**src/rtl/auto_backlight_from_light_sensor_assert.svh**
```systemverilog
// ----------------------------------------------------------------------------
// Assertion macros for auto_backlight_from_light_sensor
// Clocked assertion wrappers; they expand to nothing when SYNTH is defined.
// ----------------------------------------------------------------------------
`ifndef AUTO_BACKLIGHT_FROM_LIGHT_SENSOR_ASSERT_SVH
`define AUTO_BACKLIGHT_FROM_LIGHT_SENSOR_ASSERT_SVH

`ifndef SYNTH

// check a property on every rising clock edge outside reset
`define ABL_ASSERT(label, prop, msg) \
    label: assert property (@(posedge clk) disable iff (!rst_n) (prop)) else $error(msg);

// check a property on every rising clock edge, reset included
`define ABL_ASSERT_ALWAYS(label, prop, msg) \
    label: assert property (@(posedge clk) (prop)) else $error(msg);

`else

`define ABL_ASSERT(label, prop, msg)
`define ABL_ASSERT_ALWAYS(label, prop, msg)

`endif

`endif

```
**src/rtl/abl_pkg.sv**
```systemverilog
// ----------------------------------------------------------------------------
// abl_pkg
// Widths, constants and the backlight level table of the auto backlight block.
// ----------------------------------------------------------------------------
package abl_pkg;

    localparam int SAMPLE_W = 12;
    localparam int SUM_W    = 14;
    localparam int PCT_W    = 7;
    localparam int LEVEL_W  = 8;
    localparam int SCALE_W  = 19;

    localparam logic [SAMPLE_W-1:0] FULL_SCALE = 12'd4095;
    localparam logic [SCALE_W-1:0]  PCT_SPAN   = 19'd90;
    localparam logic [PCT_W-1:0]    PCT_MIN    = 7'd10;
    localparam logic [PCT_W-1:0]    PCT_MAX    = 7'd100;
    localparam logic [PCT_W-1:0]    PCT_RESET  = 7'd80;
    localparam logic [PCT_W-1:0]    HYSTERESIS = 7'd2;
    localparam logic [LEVEL_W-1:0]  LEVEL_MIN  = 8'd25;

    // reciprocal of three, exact for sums below 2^16
    localparam int               RECIP3_SHIFT = 17;
    localparam logic [16:0]      RECIP3       = 17'd43691;

    typedef logic [LEVEL_W-1:0] level_lut_t [128];

    function automatic level_lut_t build_level_lut();
        level_lut_t lut;
        int         c;
        for (int p = 0; p < 128; p++)
        begin
            c = p;
            if (c < 10)
            begin
                c = 10;
            end
            if (c > 100)
            begin
                c = 100;
            end
            lut[p] = LEVEL_W'(25 + ((c - 10) * 230) / 90);
        end
        return lut;
    endfunction

    localparam level_lut_t LEVEL_LUT = build_level_lut();

endpackage

```
**src/rtl/abl_if.sv**
```systemverilog
// ----------------------------------------------------------------------------
// abl_if
// Valid/ready channels: sensor beats in, brightness result beats out.
// ----------------------------------------------------------------------------
interface abl_sensor_if
    import abl_pkg::*;
();
    logic                valid;
    logic                ready;
    logic [SAMPLE_W-1:0] sample_a;
    logic [SAMPLE_W-1:0] sample_b;
    logic [SAMPLE_W-1:0] sample_c;
    logic [SAMPLE_W-1:0] sample_d;

    modport source (output valid, output sample_a, output sample_b,
                    output sample_c, output sample_d, input ready);
    modport sink   (input valid, input sample_a, input sample_b,
                    input sample_c, input sample_d, output ready);
endinterface

interface abl_result_if
    import abl_pkg::*;
();
    logic                valid;
    logic                ready;
    logic                updated;
    logic [PCT_W-1:0]    brightness_pct;
    logic [LEVEL_W-1:0]  backlight_level;
    logic [SAMPLE_W-1:0] smoothed_out;

    modport source (output valid, output updated, output brightness_pct,
                    output backlight_level, output smoothed_out, input ready);
    modport sink   (input valid, input updated, input brightness_pct,
                    input backlight_level, input smoothed_out, output ready);
endinterface

```
**src/rtl/auto_backlight_from_light_sensor.sv**
```systemverilog
// ----------------------------------------------------------------------------
// auto_backlight_from_light_sensor
// Sensor averaging, exponential smoothing and hysteresis on backlight brightness.
// ----------------------------------------------------------------------------
// Takes one sensor beat per clock while the result side is ready and returns
// one result beat for each, through the input register and then the result
// register. The mean of the samples is formed and held in an input register;
// the smoothing, the percentage mapping, the hysteresis check and the level
// table all sit between it and the result register, so the sustained rate is
// one beat per cycle, limited only by back-pressure on the result channel.
// Write auto_enable through cfg_we/cfg_wdata only while no beat is in flight.
// ----------------------------------------------------------------------------
`include "auto_backlight_from_light_sensor_assert.svh"

module auto_backlight_from_light_sensor
    import abl_pkg::*;
#(
    parameter int SAMPLES_PER_UPDATE = 4
)
(
    input  logic         clk,
    input  logic         rst_n,
    input  logic         cfg_we,
    input  logic         cfg_wdata,
    abl_sensor_if.sink   sensor,
    abl_result_if.source result
);

    localparam int N_USED = (SAMPLES_PER_UPDATE < 1) ? 1 :
                            (SAMPLES_PER_UPDATE > 4) ? 4 : SAMPLES_PER_UPDATE;
    localparam int LOG_N  = $clog2(N_USED);

    logic                auto_en_reg;
    logic                s1_valid_reg;
    logic [SAMPLE_W-1:0] raw_reg;
    logic [SAMPLE_W-1:0] smooth_reg;
    logic                seeded_reg;
    logic [PCT_W-1:0]    bright_reg;
    logic                out_valid_reg;
    logic                res_updated_reg;
    logic [PCT_W-1:0]    res_pct_reg;
    logic [LEVEL_W-1:0]  res_level_reg;
    logic [SAMPLE_W-1:0] res_smooth_reg;

    logic [SUM_W-1:0]    sum;
    logic [30:0]         prod3;
    logic [SAMPLE_W-1:0] raw_in;
    logic                advance;
    logic                accept;
    logic [SAMPLE_W-1:0] old_level;
    logic [SUM_W-1:0]    old_x3;
    logic [SAMPLE_W-1:0] smooth_calc;
    logic [SCALE_W-1:0]  scaled;
    logic [PCT_W-1:0]    quot0;
    logic [12:0]         rem;
    logic [PCT_W-1:0]    target;
    logic [PCT_W-1:0]    diff;
    logic                change;
    logic [SAMPLE_W-1:0] smooth_next;
    logic                seeded_next;
    logic [PCT_W-1:0]    bright_next;
    logic                updated_next;

    // mean of the samples in use
    always_comb
    begin
        sum = SUM_W'(sensor.sample_a);
        if (N_USED >= 2)
        begin
            sum = sum + SUM_W'(sensor.sample_b);
        end
        if (N_USED >= 3)
        begin
            sum = sum + SUM_W'(sensor.sample_c);
        end
        if (N_USED >= 4)
        begin
            sum = sum + SUM_W'(sensor.sample_d);
        end
        prod3 = 31'(sum) * 31'(RECIP3);
        if (N_USED == 3)
        begin
            raw_in = prod3[RECIP3_SHIFT +: SAMPLE_W];
        end
        else
        begin
            raw_in = SAMPLE_W'(sum >> LOG_N);
        end
    end

    assign advance      = s1_valid_reg && (!out_valid_reg || result.ready);
    assign sensor.ready = !s1_valid_reg || advance;
    assign accept       = sensor.valid && sensor.ready;

    // smoothing, percentage mapping and hysteresis
    always_comb
    begin
        old_level   = seeded_reg ? smooth_reg : raw_reg;
        old_x3      = {1'b0, old_level, 1'b0} + SUM_W'(old_level);
        smooth_calc = old_x3[SUM_W-1:2] + SAMPLE_W'(raw_reg[SAMPLE_W-1:2]);

        // divide by 4095: estimate by 4096, then one correction step
        scaled = SCALE_W'(FULL_SCALE - smooth_calc) * PCT_SPAN;
        quot0  = scaled[SCALE_W-1:SAMPLE_W];
        rem    = 13'(scaled[SAMPLE_W-1:0]) + 13'(quot0);
        if (rem >= 13'(FULL_SCALE))
        begin
            target = PCT_MIN + quot0 + 7'd1;
        end
        else
        begin
            target = PCT_MIN + quot0;
        end

        diff   = (target > bright_reg) ? (target - bright_reg) : (bright_reg - target);
        change = diff > HYSTERESIS;

        smooth_next  = smooth_reg;
        seeded_next  = seeded_reg;
        bright_next  = bright_reg;
        updated_next = 1'b0;
        if (auto_en_reg)
        begin
            smooth_next = smooth_calc;
            seeded_next = 1'b1;
            if (change)
            begin
                bright_next  = target;
                updated_next = 1'b1;
            end
        end
    end

    always_ff @(posedge clk or negedge rst_n)
    begin
        if (!rst_n)
        begin
            auto_en_reg   <= 1'b1;
            s1_valid_reg  <= 1'b0;
            out_valid_reg <= 1'b0;
            smooth_reg    <= '0;
            seeded_reg    <= 1'b0;
            bright_reg    <= PCT_RESET;
        end
        else
        begin
            if (cfg_we)
            begin
                auto_en_reg <= cfg_wdata;
            end
            if (accept)
            begin
                s1_valid_reg <= 1'b1;
            end
            else if (advance)
            begin
                s1_valid_reg <= 1'b0;
            end
            if (advance)
            begin
                out_valid_reg <= 1'b1;
                smooth_reg    <= smooth_next;
                seeded_reg    <= seeded_next;
                bright_reg    <= bright_next;
            end
            else if (result.ready)
            begin
                out_valid_reg <= 1'b0;
            end
        end
    end

    // payload registers
    always_ff @(posedge clk)
    begin
        if (accept)
        begin
            raw_reg <= raw_in;
        end
        if (advance)
        begin
            res_updated_reg <= updated_next;
            res_pct_reg     <= bright_next;
            res_level_reg   <= LEVEL_LUT[bright_next];
            res_smooth_reg  <= smooth_next;
        end
    end

    assign result.valid           = out_valid_reg;
    assign result.updated         = res_updated_reg;
    assign result.brightness_pct  = res_pct_reg;
    assign result.backlight_level = res_level_reg;
    assign result.smoothed_out    = res_smooth_reg;

    `ABL_ASSERT(a_pct_range, (bright_reg >= PCT_MIN && bright_reg <= PCT_MAX), "brightness out of range")
    `ABL_ASSERT(a_hold_when_off, (advance && !auto_en_reg) |=> ($stable(bright_reg) && $stable(smooth_reg)), "state moved with auto mode off")
    `ABL_ASSERT(a_stage_hold, (s1_valid_reg && !advance) |=> (s1_valid_reg && $stable(raw_reg)), "input stage lost a beat")
    `ABL_ASSERT(a_level_min, (out_valid_reg) |-> (res_level_reg >= LEVEL_MIN), "backlight level below minimum")
    `ABL_ASSERT(a_update_moves, (advance && updated_next) |=> !$stable(bright_reg), "update without brightness change")

endmodule

```
**src/flat_wrapper.sv**
```systemverilog
// flat-port wrapper written by rule: the top's interface ports become plain ports
module auto_backlight_from_light_sensor_flat import abl_pkg::*;
#(
    parameter int SAMPLES_PER_UPDATE = 4
)
  (clk, rst_n, cfg_we, cfg_wdata, sensor_valid, sensor_sample_a, sensor_sample_b, sensor_sample_c, sensor_sample_d, sensor_ready, result_valid, result_updated, result_brightness_pct, result_backlight_level, result_smoothed_out, result_ready);
  abl_sensor_if sensor_i ();
  abl_result_if result_i ();
  input  logic clk;
  input  logic rst_n;
  input  logic cfg_we;
  input  logic cfg_wdata;
  input wire logic [$bits(sensor_i.valid)-1:0] sensor_valid;
  input wire logic [$bits(sensor_i.sample_a)-1:0] sensor_sample_a;
  input wire logic [$bits(sensor_i.sample_b)-1:0] sensor_sample_b;
  input wire logic [$bits(sensor_i.sample_c)-1:0] sensor_sample_c;
  input wire logic [$bits(sensor_i.sample_d)-1:0] sensor_sample_d;
  output wire logic [$bits(sensor_i.ready)-1:0] sensor_ready;
  output wire logic [$bits(result_i.valid)-1:0] result_valid;
  output wire logic [$bits(result_i.updated)-1:0] result_updated;
  output wire logic [$bits(result_i.brightness_pct)-1:0] result_brightness_pct;
  output wire logic [$bits(result_i.backlight_level)-1:0] result_backlight_level;
  output wire logic [$bits(result_i.smoothed_out)-1:0] result_smoothed_out;
  input wire logic [$bits(result_i.ready)-1:0] result_ready;
  assign sensor_i.valid = sensor_valid;
  assign sensor_i.sample_a = sensor_sample_a;
  assign sensor_i.sample_b = sensor_sample_b;
  assign sensor_i.sample_c = sensor_sample_c;
  assign sensor_i.sample_d = sensor_sample_d;
  assign sensor_ready = sensor_i.ready;
  assign result_valid = result_i.valid;
  assign result_updated = result_i.updated;
  assign result_brightness_pct = result_i.brightness_pct;
  assign result_backlight_level = result_i.backlight_level;
  assign result_smoothed_out = result_i.smoothed_out;
  assign result_i.ready = result_ready;
  auto_backlight_from_light_sensor #(.SAMPLES_PER_UPDATE(SAMPLES_PER_UPDATE)) u_core (.clk(clk), .rst_n(rst_n), .cfg_we(cfg_we), .cfg_wdata(cfg_wdata), .sensor(sensor_i), .result(result_i));
endmodule
```
**config.mk**
```make
export PLATFORM = sky130hd
export DESIGN_NAME = auto_backlight_from_light_sensor_flat
export DESIGN_NICKNAME = d
export VERILOG_FILES = /design/src/rtl/abl_pkg.sv /design/src/rtl/abl_if.sv /design/src/rtl/auto_backlight_from_light_sensor.sv /design/src/flat_wrapper.sv
export VERILOG_INCLUDE_DIRS = /design/src /design/src/rtl
export SDC_FILE = /design/constraint.sdc
export NUM_CORES = 1
export LEC_CHECK = 0
export ABC_AREA = 1
export BUFFER_PORTS_ARGS = -buffer_cell sky130_fd_sc_hd__buf_2
export CORE_MARGIN = 5
export CORE_UTILIZATION = 65
export CTS_BUF_LIST = sky130_fd_sc_hd__clkbuf_8 sky130_fd_sc_hd__clkbuf_16
export CTS_CLUSTER_SIZE = 12
export DETAILED_ROUTE_END_ITERATION = 16
export GPL_ROUTABILITY_DRIVEN = 1
export HOLD_SLACK_MARGIN = 0.12
export PLACE_DENSITY_LB_ADDON = 0.1
export RECOVER_POWER = 25
export SLEW_MARGIN = 20
export SYNTH_ARGS = -nofsm -noshare
export SYNTH_HDL_FRONTEND = slang
export SYNTH_SLANG_ARGS = --single-unit
export TNS_END_PERCENT = 5
```
**constraint.sdc**
```tcl
create_clock -name clk -period 26.2 [get_ports clk]
set_input_delay 5.24 -clock clk [delete_from_list [all_inputs] [get_ports clk]]
set_output_delay 5.24 -clock clk [all_outputs]
set_load 0.03 [all_outputs]
```
==> flow_summary.ini, run 1 <==
[floorplanning]
rows = 41
start_util_pct = 66.5
core_um2 = 12700
die_area_um2 = 15300
ioPinCount = 84
die_w_um = 124
die_height_um = 124

[routing]
vias = 7575
detail-route-antenna-nets = 0
via_per_inst = 5.32
drt_iter0_drc = 647
wl_met2_mm = 9.05
drc = 0
firstDrtPassIters = 5
drt-met1-wl_mm = 8.78
wl_per_cell_um = 13.6
finalWirelength_mm = 19.4
wl_met3_mm = 1.16
top_layer = met4

[clock_tree]
ctsResizeCount = 0
clock_latency_ps = 340
cts.sinks = 63
cts_tree = yes
clockBufferDepth = 2
cts_root_buffer = clkbuf_16
holdBufCountCts = 0
cts-buffers-inserted = 9
path_clk_slew_ps = 60
cts_setup_buffers = 0
htree_levels = 3

[global_routing]
grt_pass1_vias = 7311
grt_usage_pct = 26.8
antenna_found_initial = 0
globalRouteOverflowTotal = 0
grt_pass1_wl_mm = 32.8
grt_start_max_net_pins = 36

[status]
status = finished clean

[timing]
tightest_slew_ps = 1450
relSlewSlack_pct = 3.10
timing.fmax_mhz = 81.0
slew_viol_final = 0
hold_viol = 0
tns_ps = 0
period_minus_slack_ps = 12350
fin_ws_ps = 13850
clock_skew_ps = 9.97
post-route-period-util_pct = 47.1
grt_setup_unrepaired = no
setup_viol_count_final = 0

[setup_path]
worst-setup-path-type = reg -> reg
critPathRequiredTime_ps = 26300
cpMaxStageDelayCell = dfrtp_1
cp-end-kind = register
cp-start-kind = register
timing.critical_path.mode_cell = nand2_1
slowest_delay_ps = 490
cp_max_fo = 14
arrival_ps = 12450

[layout]
drive_above_1_share_pct = 13.0
num_antenna_cells = 0
fillers = 1106
stdcell_count = 1424
area_growth_syn_to_layout_pct = 9.52
fin_nets = 1442
fin_util_pct = 72.8

[synth]
synth_edf_count = 40
synth-compound-area-share_pct = 11.0
ys_warn_count = 0
synth_area_um2 = 8430
seq_area_frac_synth_pct = 21.1
async_flop_share_pct = 36.5
yosys_most_used_dff = edfxtp_1
synth-simple-area-share_pct = 26.5
synth.avg_cell_area_um2 = 7.22
synth_nets = 1363
syn_inst = 1168
synth_cell_types = 49
synthXorXnorAreaFrac_pct = 6.44
yosys_register_bits = 63
synth_top_family_by_area = simple AND/OR/NAND/NOR gates
synthMuxAreaShare_pct = 0
synth-adder-area-share_pct = 23.9

[place]
post-place-ws_ps = 14010
portBuffers = 83
place_inst = 1408
place_hpwl_mm = 16.0
gp_congestion = 0.944

[run]
max_cap_violations = 0

[min_path]
min_path_type = reg -> reg
[worst max-delay path, delay by kind of cell, from the launching register on]
| family | cells | cell delay (ps) |
|---|---|---|
| AOI/OAI and AO/OA | 12 | 2320 |
| xor gates and xnor gates | 5 | 1320 |
| adders and majority gates | 10 | 3650 |
| buffers and inverters | 7 | 860 |
| DFF | 1 | 490 |
| and+or+nand+nor | 33 | 3470 |
[layout by cell type, fill, tap and decap left out, types with 40 or more instances in the layout]
cell type and count:
o21ai_0 64, nor2_1 41, edfxtp_1 40, nand2_1 325
nand3_1 71, a21oi_1 57, xor2_1 46, inv_1 210
buf_2 82, ha_1 108
[kinds of logic (layout without fill, tap and decap cells)]
| group | Yosys count | count (layout) |
|---|---|---|
| adder cells (fa/ha/maj) | 141 | 141 |
| AO/OA/AOI/OAI | 161 | 161 |
| XOR/XNOR | 62 | 62 |
| AND/OR/NAND/NOR | 503 | 503 |
| flip-flops | 63 | 63 |
| buffers and inverters | 238 | 322 |
[cells in the mapped netlist (15+ instances only)]
library cell	instances	share of area [%]
nand2_1	325	14
o21ai_0	64	3.8
inv_1	209	9.3
nor2_1	41	1.8
a21oi_1	57	3.4
xnor2_1	16	1.7
ha_1	108	16
edfxtp_1	40	14
xor2_1	46	4.8
nand2_2	15	1.1
dfrtp_1	20	5.9
fa_1	33	7.8
nand3_1	71	4.2
[area by class of cell]
type,instances,area [µm²],area share [%]
multi-input cells,867,5720,62.0
repair buffers,84,422,4.57
inverters,222,836,9.06
clock inverters,7,31.3,0.339
well taps,172,215,2.33
flip-flops and latches,63,1780,19.3
clock buffers,9,225,2.44
[worst paths after layout]
path | startpoint | to | slack (ps) | cells after the start
min in group asynchronous | rst_n | u_core.smooth_reg[8] | 5240 | 1
hold / removal | u_core.bright_reg[6] | u_core.bright_reg[6] | 530 | 2
hold reg to reg | u_core.bright_reg[6] | u_core.bright_reg[6] | 530 | 2
setup reg to reg | u_core.seeded_reg | u_core.result.backlight_level[0] | 13850 | 67
max in group asynchronous | rst_n | u_core.smooth_reg[1] | 20110 | 1
setup / recovery | u_core.seeded_reg | u_core.result.backlight_level[0] | 13850 | 67
[metrics by stage]
stage	cell area [µm²]	hold WS (ps)
2_1_floorplan	8430	467
3_3_place_gp	8970	493
3_5_place_dp	8970	515
4_1_cts	9230	532
5_1_grt	9230	533
6_report	9230	527
[routing by layer]
metal / vias up / GRT usage, %
met5: - / 0
met4: 0 / 7.82
met3: 47 / 5.22
met2: 255 / 44.7
met1: 3398 / 35.3
li1: 3875 / -
Power of run 1 is left out: the tool's default activity adds up to more than one toggle a clock period on the data nets, which glitch-free logic cannot reach.
==> run 2: changes to the inputs <==
- CORE_UTILIZATION: 65 -> 56
- clock period: 26.2 -> 10.5 ns (I/O delays scaled with it)
==> run 2 against run 1 <==
Effect of this change: maximum frequency increased by 16%; count of clock-buffer cells in the layout is 1 higher; the run now ends with negative setup slack left; die area is 15% higher; cell count rose by 11%; largest cell class unchanged; sequential share of layout area down 3.4 points; first-iteration DRC count down 13%; via count increased by 12%.
==> flow_summary.ini, run 2 (synthesized netlist as in run 1, its figures left out) <==
[routing]
drc = 0
firstDrtPassIters = 5
finalWirelength_mm = 23.9
drt_iter0_drc = 565
detail-route-antenna-nets = 0
via_per_inst = 5.36
wl_per_cell_um = 15.2
vias = 8467

[layout]
fin_nets = 1585
stdcell_count = 1579
final_common_cell = nand2_1
fillers = 1088
area_growth_syn_to_layout_pct = 33.3
final_cell_mix = nand2_1 (282), inv_1 (196), buf_4 (128), ha_1 (85), buf_2 (83)
num_antenna_cells = 0
fin_util_pct = 76.7
drive_above_1_share_pct = 32.3

[global_routing]
grt_usage_pct = 24.4
grt_pass1_vias = 7690
grt_pass1_wl_mm = 35.5
globalRouteOverflowTotal = 0
grt_start_max_net_pins = 36
antenna_found_initial = 0

[floorplanning]
die_height_um = 133
ioPinCount = 84
die_area_um2 = 17600
start_util_pct = 57.6
rows = 44
die_w_um = 133
core_um2 = 14600

[timing]
period_minus_slack_ps = 10610
tightest_slew_ps = 813
relSlewSlack_pct = 45.7
slew_viol_final = 0
clock_skew_ps = 14.5
timing.fmax_mhz = 94.2
fin_hold_ws_ps = 509
setup_viol_count_final = 6
hold_viol = 0
fin_ws_ps = -112
grt_setup_unrepaired = yes
post-route-period-util_pct = 101

[clock_tree]
path_clk_slew_ps = 50
clock_latency_ps = 350
cts_tree = yes
htree_levels = 3
cts.sinks = 63
cts_root_buffer = clkbuf_16
clockBufferDepth = 2
cts-buffers-inserted = 9

[place]
gp_congestion = 0.926
portBuffers = 83
place_inst = 1527
place_hpwl_mm = 17.4

[setup_path]
cp_max_fo = 7
timing.critical_path.mode_cell = nand2_1
slowest_delay_ps = 550
worstReg2RegStart = u_core.seeded_reg
rr_endpoint = u_core.result.backlight_level[1]
critPathRequiredTime_ps = 10590
cp-start-kind = register
worst-setup-path-type = reg -> reg
r2r_slack_ps = -110
rr_worst_depth = 65
cpMaxStageDelayCell = fa_1
cp-end-kind = register
arrival_ps = 10710

[status]
violations = negative setup slack
status = complete, but fails checks

[min_path]
min_path_type = reg -> reg
min_path_cells = 2
hold_end = u_core.smooth_reg[11]
hp-start = u_core.smooth_reg[11]

[run]
max_cap_violations = 0
## run 2: changes by cell type in the layout (fill, tap and decap cells not counted), moves of 12 or more
cell     delta
buf_4     +127
nand2_1    -43
nand2_2    +26
ha_1       -23
ha_4       +18
nand2_4    +18
a21oi_1    -15
o21ai_0    -15
inv_1      -14
inv_2      +13
a21oi_2    +12
## run 2: how the worst max path moves through the flow
stage / end / startpoint
floorplan: u_core.result.backlight_level[0] / u_core.seeded_reg
global placement: u_core.result.backlight_level[2] / u_core.seeded_reg
detailed placement: u_core.result.backlight_level[2] / u_core.seeded_reg
CTS: u_core.result.backlight_level[3] / u_core.seeded_reg
global route: u_core.result.backlight_level[2] / u_core.seeded_reg
finish: u_core.result.backlight_level[1] / u_core.seeded_reg
## run 2: what timing repair did
action / 4_1_cts / 5_1_grt
setup endpoints to repair: 8 / 22
gates cloned: 1 / 2
pin swaps: 12 / 97
resized for setup: 35 / 167
setup buffers: 5 / 29
hold buffers: 0 / 0
## run 2: cell type report
type	instances	area, µm²	share of cell area [%]
Inverter	222	843	7.50
Sequential cell	63	1780	15.9
Multi-Input combinational cell	870	6550	58.3
Timing Repair Buffer	224	1540	13.7
Clock inverter	6	55.1	0.490
Clock buffer	10	239	2.13
Tap cell	184	230	2.05
## run 2: stage by stage
step	setup WS, ps	area, µm²	setup TNS (ps)
after floorplan	17.3	8460	0
after global placement	-133	9840	-556
after detailed placement	-326	9840	-1920
after CTS	7.90	10300	0
after global routing	-675	11200	-6360
final	-112	11200	-541
## run 2: critical path: cells and delay by family, from the launching register on
kind / cells / cell delay [ps]
fa+ha+maj: 10 / 3310
simple gates: 29 / 2830
compound gates: 13 / 2100
xor+xnor: 5 / 960
flops: 1 / 450
buf+inv: 8 / 670
## run 2: routing by layer
| metal | part of all wire, % | track usage (%) | vias up |
|---|---|---|---|
| li1 | - | - | 4176 |
| met3 | 5.4 | 3.42 | 79 |
| met4 | 3.9 | 9.58 | 0 |
| met5 | 0 | 0 | - |
| met2 | 51 | 42.6 | 294 |
| met1 | 40 | 30.5 | 3918 |
Power of run 2 is left out for the same reason.
